[src/deq_pkg.sv]
// Shared types and constants for the double-ended queue with value search.
// Used by the interfaces, the control unit and the top level.
package deq_pkg;

	localparam int DEPTH       = 32;
	localparam int MAX_RESULTS = 32;
	localparam int KIND_W      = 3;
	localparam int VALUE_W     = 32;
	localparam int STATUS_W    = 3;
	localparam int POS_W       = 6;
	localparam int MATCH_W     = $clog2(MAX_RESULTS + 1);

	typedef logic [POS_W-1:0] pos_t;
	typedef logic [MATCH_W-1:0] match_cnt_t;

	typedef enum logic [KIND_W-1:0] {
		KIND_INS_FRONT = 3'd0,
		KIND_INS_BACK  = 3'd1,
		KIND_REM_FRONT = 3'd2,
		KIND_REM_BACK  = 3'd3,
		KIND_SEARCH    = 3'd4
	} kind_t;

	typedef enum logic [STATUS_W-1:0] {
		ST_DONE     = 3'd0,
		ST_EMPTY    = 3'd1,
		ST_FULL     = 3'd2,
		ST_NOTFOUND = 3'd3,
		ST_FOUND    = 3'd4
	} status_t;

	typedef enum logic [1:0] {
		S_IDLE = 2'b01,
		S_SCAN = 2'b10
	} state_t;

	typedef struct packed {
		logic    valid;
		status_t status;
		pos_t    position;
		logic    last;
	} res_t;

endpackage

[src/deq_req_if.sv]
// Request channel of the queue: operation kind and value.
// Depends on deq_pkg.
interface deq_req_if;
	logic                                valid;
	logic                                ready;
	logic [deq_pkg::KIND_W-1:0]          kind;
	logic signed [deq_pkg::VALUE_W-1:0]  value;

	modport source (output valid, output kind, output value, input ready);
	modport sink (input valid, input kind, input value, output ready);
endinterface

[src/deq_rsp_if.sv]
// Response channel of the queue: status, match position and last flag.
// Depends on deq_pkg.
interface deq_rsp_if;
	logic                          valid;
	logic                          ready;
	logic [deq_pkg::STATUS_W-1:0]  status;
	logic [deq_pkg::POS_W-1:0]     position;
	logic                          last;

	modport source (output valid, output status, output position, output last, input ready);
	modport sink (input valid, input status, input position, input last, output ready);
endinterface

[src/deque_with_value_search.sv]
// Top level of the bounded double-ended queue with value search.
// Depends on deq_pkg, deq_req_if, deq_rsp_if, deq_mem and deq_ctrl.
//
//   Channel  Role   Word
//   req      sink   kind, value
//   rsp      source status, position, last
//
// Inserts, removals and searches of an empty queue are answered on acceptance; the
// result is held in the output register from the next cycle on.
// A search reads the ring store once per live entry, and a new request is taken only
// after its final word. A stalled response holds the scan in place only while a found
// position or the final word waits to be sent; the store needs no clearing pass.
// Reset clears the front index and entry count; entries are undefined until written.
module deque_with_value_search #(
	parameter int DEPTH = deq_pkg::DEPTH
) (
	input  logic      clk,
	input  logic      arst_n,
	deq_req_if.sink   req,
	deq_rsp_if.source rsp
);

	localparam int IDX_W = $clog2(DEPTH);

	deq_pkg::res_t                 res;
	deq_pkg::res_t                 out_q;
	logic                          out_free;
	logic                          wr_en;
	logic [IDX_W-1:0]              wr_addr;
	logic [deq_pkg::VALUE_W-1:0]   wr_data;
	logic                          rd_en;
	logic [IDX_W-1:0]              rd_addr;
	logic [deq_pkg::VALUE_W-1:0]   rd_data;

	deq_ctrl #(
		.DEPTH(DEPTH)
	) u_ctrl (
		.clk     (clk),
		.arst_n  (arst_n),
		.req     (req),
		.out_free(out_free),
		.res     (res),
		.wr_en   (wr_en),
		.wr_addr (wr_addr),
		.wr_data (wr_data),
		.rd_en   (rd_en),
		.rd_addr (rd_addr),
		.rd_data (rd_data)
	);

	deq_mem #(
		.DEPTH(DEPTH),
		.WIDTH(deq_pkg::VALUE_W)
	) u_mem (
		.clk    (clk),
		.wr_en  (wr_en),
		.wr_addr(wr_addr),
		.wr_data(wr_data),
		.rd_en  (rd_en),
		.rd_addr(rd_addr),
		.rd_data(rd_data)
	);

	assign out_free = !out_q.valid || rsp.ready;

	always_ff @(posedge clk or negedge arst_n) begin
		if (!arst_n) begin
			out_q <= '0;
		end else if (res.valid) begin
			out_q <= res;
		end else if (rsp.ready) begin
			out_q.valid <= 1'b0;
		end
	end

	assign rsp.valid    = out_q.valid;
	assign rsp.status   = out_q.status;
	assign rsp.position = out_q.position;
	assign rsp.last     = out_q.last;

endmodule

[src/deq_mem.sv]
// Ring store of the queue entries: one write port and one registered read port.
// No dependencies.
module deq_mem #(
	parameter int DEPTH = 32,
	parameter int WIDTH = 32,
	localparam int IDX_W = $clog2(DEPTH)
) (
	input  logic             clk,
	input  logic             wr_en,
	input  logic [IDX_W-1:0] wr_addr,
	input  logic [WIDTH-1:0] wr_data,
	input  logic             rd_en,
	input  logic [IDX_W-1:0] rd_addr,
	output logic [WIDTH-1:0] rd_data
);

	logic [WIDTH-1:0] mem_q [DEPTH];

	always_ff @(posedge clk) begin
		if (wr_en) begin
			mem_q[wr_addr] <= wr_data;
		end
	end

	always_ff @(posedge clk) begin
		if (rd_en) begin
			rd_data <= mem_q[rd_addr];
		end
	end

endmodule

[src/deq_ctrl.sv]
// Queue control: front index, entry count, operation decode and the search scan.
// Depends on deq_pkg and deq_req_if; drives the ring store ports.
module deq_ctrl #(
	parameter int DEPTH = deq_pkg::DEPTH,
	localparam int IDX_W = $clog2(DEPTH),
	localparam int CNT_W = $clog2(DEPTH + 1)
) (
	input  logic                          clk,
	input  logic                          arst_n,
	deq_req_if.sink                       req,
	input  logic                          out_free,
	output deq_pkg::res_t                 res,
	output logic                          wr_en,
	output logic [IDX_W-1:0]              wr_addr,
	output logic [deq_pkg::VALUE_W-1:0]   wr_data,
	output logic                          rd_en,
	output logic [IDX_W-1:0]              rd_addr,
	input  logic [deq_pkg::VALUE_W-1:0]   rd_data
);

	localparam int SUM_W = CNT_W + 1;

	deq_pkg::state_t           state_q, state_d;
	logic [IDX_W-1:0]          front_q, front_d;
	logic [CNT_W-1:0]          count_q, count_d;
	logic [CNT_W-1:0]          idx_q, idx_d;
	logic [IDX_W-1:0]          ptr_q, ptr_d;
	deq_pkg::match_cnt_t       n_q, n_d;
	logic                      pend_valid_q, pend_valid_d;
	deq_pkg::pos_t             pend_pos_q, pend_pos_d;
	logic                      valid_s2, valid_s2_d;
	logic [CNT_W-1:0]          pos_s2, pos_s2_d;
	logic [deq_pkg::VALUE_W-1:0] val_q, val_d;

	logic [SUM_W-1:0]          back_sum;
	logic [IDX_W-1:0]          back_addr;
	logic [IDX_W-1:0]          front_dec;
	logic [IDX_W-1:0]          front_inc;
	logic [IDX_W-1:0]          ptr_inc;
	logic                      is_full;
	logic                      is_empty;
	logic                      match;
	logic                      advance;
	logic                      more;
	logic                      scan_done;

	always_comb begin
		back_sum = SUM_W'(count_q) + SUM_W'(front_q);
		if (back_sum >= SUM_W'(DEPTH)) begin
			back_sum = back_sum - SUM_W'(DEPTH);
		end
		back_addr = IDX_W'(back_sum);
		front_dec = (front_q == '0) ? IDX_W'(DEPTH - 1) : front_q - 1'b1;
		front_inc = (front_q == IDX_W'(DEPTH - 1)) ? '0 : front_q + 1'b1;
		ptr_inc   = (ptr_q == IDX_W'(DEPTH - 1)) ? '0 : ptr_q + 1'b1;
		is_full   = (count_q == CNT_W'(DEPTH));
		is_empty  = (count_q == '0);
		match     = valid_s2 && (rd_data == val_q) &&
			(n_q < deq_pkg::match_cnt_t'(deq_pkg::MAX_RESULTS));
		advance   = !(match && pend_valid_q) || out_free;
		more      = (idx_q < count_q) &&
			(n_q < deq_pkg::match_cnt_t'(deq_pkg::MAX_RESULTS));
		scan_done = !valid_s2 && !more;
	end

	always_comb begin
		state_d      = state_q;
		front_d      = front_q;
		count_d      = count_q;
		idx_d        = idx_q;
		ptr_d        = ptr_q;
		n_d          = n_q;
		pend_valid_d = pend_valid_q;
		pend_pos_d   = pend_pos_q;
		valid_s2_d   = valid_s2;
		pos_s2_d     = pos_s2;
		val_d        = val_q;
		res          = '0;
		req.ready    = 1'b0;
		wr_en        = 1'b0;
		wr_addr      = front_dec;
		wr_data      = req.value;
		rd_en        = 1'b0;
		rd_addr      = ptr_q;

		case (state_q)
			deq_pkg::S_IDLE: begin
				req.ready = out_free;
				if (req.valid && out_free) begin
					res.valid    = 1'b1;
					res.last     = 1'b1;
					res.position = '0;
					res.status   = deq_pkg::ST_DONE;
					case (deq_pkg::kind_t'(req.kind))
						deq_pkg::KIND_INS_FRONT: begin
							if (is_full) begin
								res.status = deq_pkg::ST_FULL;
							end else begin
								wr_en   = 1'b1;
								wr_addr = front_dec;
								front_d = front_dec;
								count_d = count_q + 1'b1;
							end
						end
						deq_pkg::KIND_INS_BACK: begin
							if (is_full) begin
								res.status = deq_pkg::ST_FULL;
							end else begin
								wr_en   = 1'b1;
								wr_addr = back_addr;
								count_d = count_q + 1'b1;
							end
						end
						deq_pkg::KIND_REM_FRONT: begin
							if (is_empty) begin
								res.status = deq_pkg::ST_EMPTY;
							end else begin
								front_d = front_inc;
								count_d = count_q - 1'b1;
							end
						end
						deq_pkg::KIND_REM_BACK: begin
							if (is_empty) begin
								res.status = deq_pkg::ST_EMPTY;
							end else begin
								count_d = count_q - 1'b1;
							end
						end
						deq_pkg::KIND_SEARCH: begin
							if (is_empty) begin
								res.status = deq_pkg::ST_EMPTY;
							end else begin
								res.valid    = 1'b0;
								state_d      = deq_pkg::S_SCAN;
								idx_d        = '0;
								ptr_d        = front_q;
								n_d          = '0;
								pend_valid_d = 1'b0;
								valid_s2_d   = 1'b0;
								val_d        = req.value;
							end
						end
						default: begin
							res.status = deq_pkg::ST_DONE;
						end
					endcase
				end
			end
			deq_pkg::S_SCAN: begin
				if (scan_done) begin
					if (out_free) begin
						res.valid = 1'b1;
						res.last  = 1'b1;
						if (pend_valid_q) begin
							res.status   = deq_pkg::ST_FOUND;
							res.position = pend_pos_q;
						end else begin
							res.status   = deq_pkg::ST_NOTFOUND;
							res.position = '0;
						end
						pend_valid_d = 1'b0;
						state_d      = deq_pkg::S_IDLE;
					end
				end else if (advance) begin
					if (match) begin
						if (pend_valid_q) begin
							res.valid    = 1'b1;
							res.last     = 1'b0;
							res.status   = deq_pkg::ST_FOUND;
							res.position = pend_pos_q;
						end
						pend_valid_d = 1'b1;
						pend_pos_d   = deq_pkg::pos_t'(pos_s2);
						n_d          = n_q + 1'b1;
					end
					rd_en      = more;
					valid_s2_d = more;
					if (more) begin
						pos_s2_d = idx_q + 1'b1;
						idx_d    = idx_q + 1'b1;
						ptr_d    = ptr_inc;
					end
				end
			end
			default: begin
				state_d = deq_pkg::S_IDLE;
			end
		endcase
	end

	always_ff @(posedge clk or negedge arst_n) begin
		if (!arst_n) begin
			state_q      <= deq_pkg::S_IDLE;
			front_q      <= '0;
			count_q      <= '0;
			idx_q        <= '0;
			ptr_q        <= '0;
			n_q          <= '0;
			pend_valid_q <= 1'b0;
			valid_s2     <= 1'b0;
		end else begin
			state_q      <= state_d;
			front_q      <= front_d;
			count_q      <= count_d;
			idx_q        <= idx_d;
			ptr_q        <= ptr_d;
			n_q          <= n_d;
			pend_valid_q <= pend_valid_d;
			valid_s2     <= valid_s2_d;
		end
	end

	always_ff @(posedge clk) begin
		pend_pos_q <= pend_pos_d;
		pos_s2     <= pos_s2_d;
		val_q      <= val_d;
	end

endmodule
[src/flat_wrapper.sv]
// flat-port wrapper written by rule: the top's interface ports become plain ports
module deque_with_value_search_flat 
#(
	parameter int DEPTH = deq_pkg::DEPTH
)
  (clk, arst_n, req_valid, req_kind, req_value, req_ready, rsp_valid, rsp_status, rsp_position, rsp_last, rsp_ready);
  deq_req_if req_i ();
  deq_rsp_if rsp_i ();
  input  logic clk;
  input  logic arst_n;
  input wire logic [$bits(req_i.valid)-1:0] req_valid;
  input wire logic [$bits(req_i.kind)-1:0] req_kind;
  input wire logic [$bits(req_i.value)-1:0] req_value;
  output wire logic [$bits(req_i.ready)-1:0] req_ready;
  output wire logic [$bits(rsp_i.valid)-1:0] rsp_valid;
  output wire logic [$bits(rsp_i.status)-1:0] rsp_status;
  output wire logic [$bits(rsp_i.position)-1:0] rsp_position;
  output wire logic [$bits(rsp_i.last)-1:0] rsp_last;
  input wire logic [$bits(rsp_i.ready)-1:0] rsp_ready;
  assign req_i.valid = req_valid;
  assign req_i.kind = req_kind;
  assign req_i.value = req_value;
  assign req_ready = req_i.ready;
  assign rsp_valid = rsp_i.valid;
  assign rsp_status = rsp_i.status;
  assign rsp_position = rsp_i.position;
  assign rsp_last = rsp_i.last;
  assign rsp_i.ready = rsp_ready;
  deque_with_value_search #(.DEPTH(DEPTH)) u_core (.clk(clk), .arst_n(arst_n), .req(req_i), .rsp(rsp_i));
endmodule
[config.mk]
export PLATFORM = sky130hd
export DESIGN_NAME = deque_with_value_search_flat
export DESIGN_NICKNAME = d
export VERILOG_FILES = /design/src/deq_pkg.sv /design/src/deq_req_if.sv /design/src/deq_rsp_if.sv /design/src/deque_with_value_search.sv /design/src/deq_mem.sv /design/src/deq_ctrl.sv /design/src/flat_wrapper.sv
export SDC_FILE = /design/constraint.sdc
export NUM_CORES = 1
export LEC_CHECK = 0
export ABC_AREA = 1
export BUFFER_PORTS_ARGS = -buffer_cell sky130_fd_sc_hd__buf_2
export CAP_MARGIN = 10
export CORE_MARGIN = 3
export CORE_UTILIZATION = 35
export DETAILED_ROUTE_END_ITERATION = 8
export SLEW_MARGIN = 20
export SYNTH_ARGS = -nofsm -noshare
export SYNTH_HDL_FRONTEND = slang
export SYNTH_SLANG_ARGS = --single-unit
[constraint.sdc]
create_clock -name clk -period 4.9 [get_ports clk]
set_clock_uncertainty 0.15 [all_clocks]
set_input_delay 0.98 -clock clk [delete_from_list [all_inputs] [get_ports clk]]
set_output_delay 0.98 -clock clk [all_outputs]
set_load 0.05 [all_outputs]
==> metrics.cfg <==
[outcome]
status=finished, final reports clean

[logic_synthesis]
synth_seq_cells=1143
synth-xor-area-share_pct=0.441
synth_top_family_by_area=compound AO/OA/AOI/OAI gates
synth.area.mux_share_pct=0
ys_types=51
yosys.area_share.simple_pct=9.22
yosys-top-cells-area=edfxtp_1, o21ai_0, nor2_1, nand2_1, o22ai_1
yosysTopAreaCellShare_pct=72.3
ys.flop_type=edfxtp_1
postSynth.asyncResetShare_pct=3.76
synth-edff-count=1100
syn_area_per_cell_um2=13.0
synth_top_area_cell=edfxtp_1
netlist_instances=3504
netlist_area_um2=45700
syn_nets=3567
yosysSeqAreaShare_pct=74.6
synthAdderAreaFrac_pct=0.690
synth-compound-area-share_pct=12.0
ys_warn_count=0

[layout]
layout_common_cells=edfxtp_1, nor2_1, nand2_1
nNetsFinal=3603
layout.cells.non_filler=5368
stdcell_area_um2=52100
layout_commonest_cell=edfxtp_1
multi_input_area_um2=10500
area_delta_synth_final_pct=13.9
nFillCells=11800
seq_area_um2=34100
drive_gt1_share_pct=10.3
fin_util_pct=40.5

[timing]
timing.fmax_ghz=0.263
period_share_pct=77.7
rsz0062_at_grt=false
maxSlewViolCount=0
setup_viol=0
min_period_ps=3810
tns_ps=0
hold_viol=0
relSlewSlack_pct=43.3
max_slew.worst_pin.slew_ps=850

[clock_tree]
hold_buffers=0
htree_levels=3
clockBufferDepth=3
cts_sinks=1143
cts_buffers=115
post-cts-setup-buffers=0
insertion_delay_ps=740
tritoncts=done
clk_pin_slew_ps=60
cts-resized-gates=0
cts-root-buf=clkbuf_16

[setup_path]
slowest_stage=nor2_4
r2r_cells=11
r2r_slack_ps=1090
path_buf_inv=1
cp-endpoint=u_core.u_mem.mem_q[11][28]$_DFFE_PP_
worst-path-max-fanout=18
cp-end-kind=flip-flop
cp-startpoint=u_core.u_ctrl.front_q[0]$_DFFE_PN0P_
setup.worst_path.start_class=flip-flop
cp.arrival_ps=4080
reg2reg_from=u_core.u_ctrl.front_q[0]$_DFFE_PN0P_
cp_common_cell=nand2_1
slowest_delay_ps=630
path_class=reg2reg
crit_chain=ha_1, fa_1, nand3_1, nand2_1, xnor2_1, o211ai_1, o21ai_2, a21oi_1, nand2_1, nor2_4, buf_4
cp_data_required_time_ps=5180
cpLargestDelayFamily=simple AND/OR/NAND/NOR gates
worstReg2RegEnd=u_core.u_mem.mem_q[11][28]$_DFFE_PP_
path_depth=11

[detailed_routing]
vias=29300
dr.first_iter.drc_count=3623
dr.pass1.iters=6
wl_per_cell_um=24.0
ant_nets=0
vias_per_cell=5.46
drc=0
wl_um=129000

[place]
port_buffers=50
dp_hpwl_um=75300
dp.cells=5151
gp_congestion=0.875
place_area_um2=48300

[floorplanning]
die_y_um=367
die_w_um=367
rows=131
dieArea_um2=135000
design.core.area_um2=129000
top_level_ports=51
initial_core_util_pct=35.5

[global_routing]
antenna_found_initial=2
grt_usage_pct=18.6
grt_pass1_vias=27900
grt_max_degree=173
grt_overflow=0
grt_pass1_wl_um=190000

[power_and_ir_drop]
power_density_nw_per_um2=572
power_w=0.0298
ir_drop_mv=0.416
p_leak_nw=17.3

[hold_path]
min_path_type=in2async

[flow_run]
maxCapViolCount=0

## worst min path at each step
stage	from	endpoint	slack [ps]	cells past startpoint
after floorplan	u_core.u_ctrl.pos_s2[0]$_DFFE_PP_	u_core.u_ctrl.pend_pos_q[0]$_DFFE_PP_	250	0
after CTS	u_core.u_ctrl.pos_s2[4]$_DFFE_PP_	u_core.u_ctrl.pend_pos_q[4]$_DFFE_PP_	270	0
after global placement	u_core.u_ctrl.pos_s2[5]$_DFFE_PP_	u_core.u_ctrl.pend_pos_q[5]$_DFFE_PP_	250	0
after detailed placement	u_core.u_ctrl.pos_s2[4]$_DFFE_PP_	u_core.u_ctrl.pend_pos_q[4]$_DFFE_PP_	260	0
final	arst_n	u_core.rsp.position[3]$_DFFE_PN0P_	160	1
after global routing	arst_n	u_core.rsp.position[1]$_DFFE_PN0P_	180	1
## synth_stat cells (7+ instances only)
library cell and count:
ha_1 22, buf_4 14, xor2_1 11, nand2_1 449
nand3_1 43, inv_1 98, nor3_1 7, inv_2 9
or2_2 11, buf_2 72, o22ai_1 214, nand4_1 13
clkbuf_1 121, o21ai_0 445, o21ai_1 27, nor2_1 507
edfxtp_1 1100, o221ai_1 123, xnor2_1 12, buf_1 7
a21oi_1 107, dfrtp_1 42
## registers in the layout, indices dropped and copies added (netlist names), 3 cells and up
name / count
u_core.rsp.position: 6
u_core.u_mem.mem_q: 1024
u_core.rsp.status: 3
u_core.u_ctrl.pend_pos_q: 6
u_core.u_ctrl.val_q: 32
u_core.u_ctrl.n_q: 6
u_core.u_mem.rd_data: 32
u_core.u_ctrl.pos_s2: 6
u_core.u_ctrl.front_q: 5
u_core.u_ctrl.idx_q: 6
u_core.u_ctrl.count_q: 6
u_core.u_ctrl.rd_addr: 5
## power breakdown
group	internal (W)	total, W	switching (W)
sequential	0.0112	0.0117	0.000492
combinational	0.00259	0.00952	0.00693
clock	0.00481	0.00858	0.00377
total	0.0186	0.0298	0.0112
## final cells by class
type                    instances  area share (%)
multi-input cells            2036            20.1
inverters                     109           0.827
clock buffers                 145            5.74
repair buffers                135            2.25
diodes                          2         0.00961
clock inverters                69            1.32
well taps                    1729            4.16
flip-flops and latches       1143            65.6
## per-layer routing
layer / vias up / global-route usage [%] / wire [um]
li1: 13100 / - / -
met1: 14700 / 27.5 / 56800
met2: 1331 / 28.6 / 58300
met3: 191 / 3.03 / 10700
met4: 2 / 4.75 / 2900
met5: - / 0 / 13
## stage by stage
step	hold slack, ps	setup WS (ps)
3_3_place_gp	250	790
5_1_grt	185	839
3_5_place_dp	257	784
6_report	161	1090
4_1_cts	268	1140
2_1_floorplan	250	953
## cells by family (layout without fill, tap and decap cells)
kind of cell               Yosys count  in the layout
AOI/OAI and AO/OA                  938            938
xor gates and xnor gates            23             23
adders and majority gates           24             24
buffers and inverters              325            458
DFF                               1143           1143
other                                0              2
and+or+nand+nor                   1051           1051
Power figures use the tool's default switching activity.
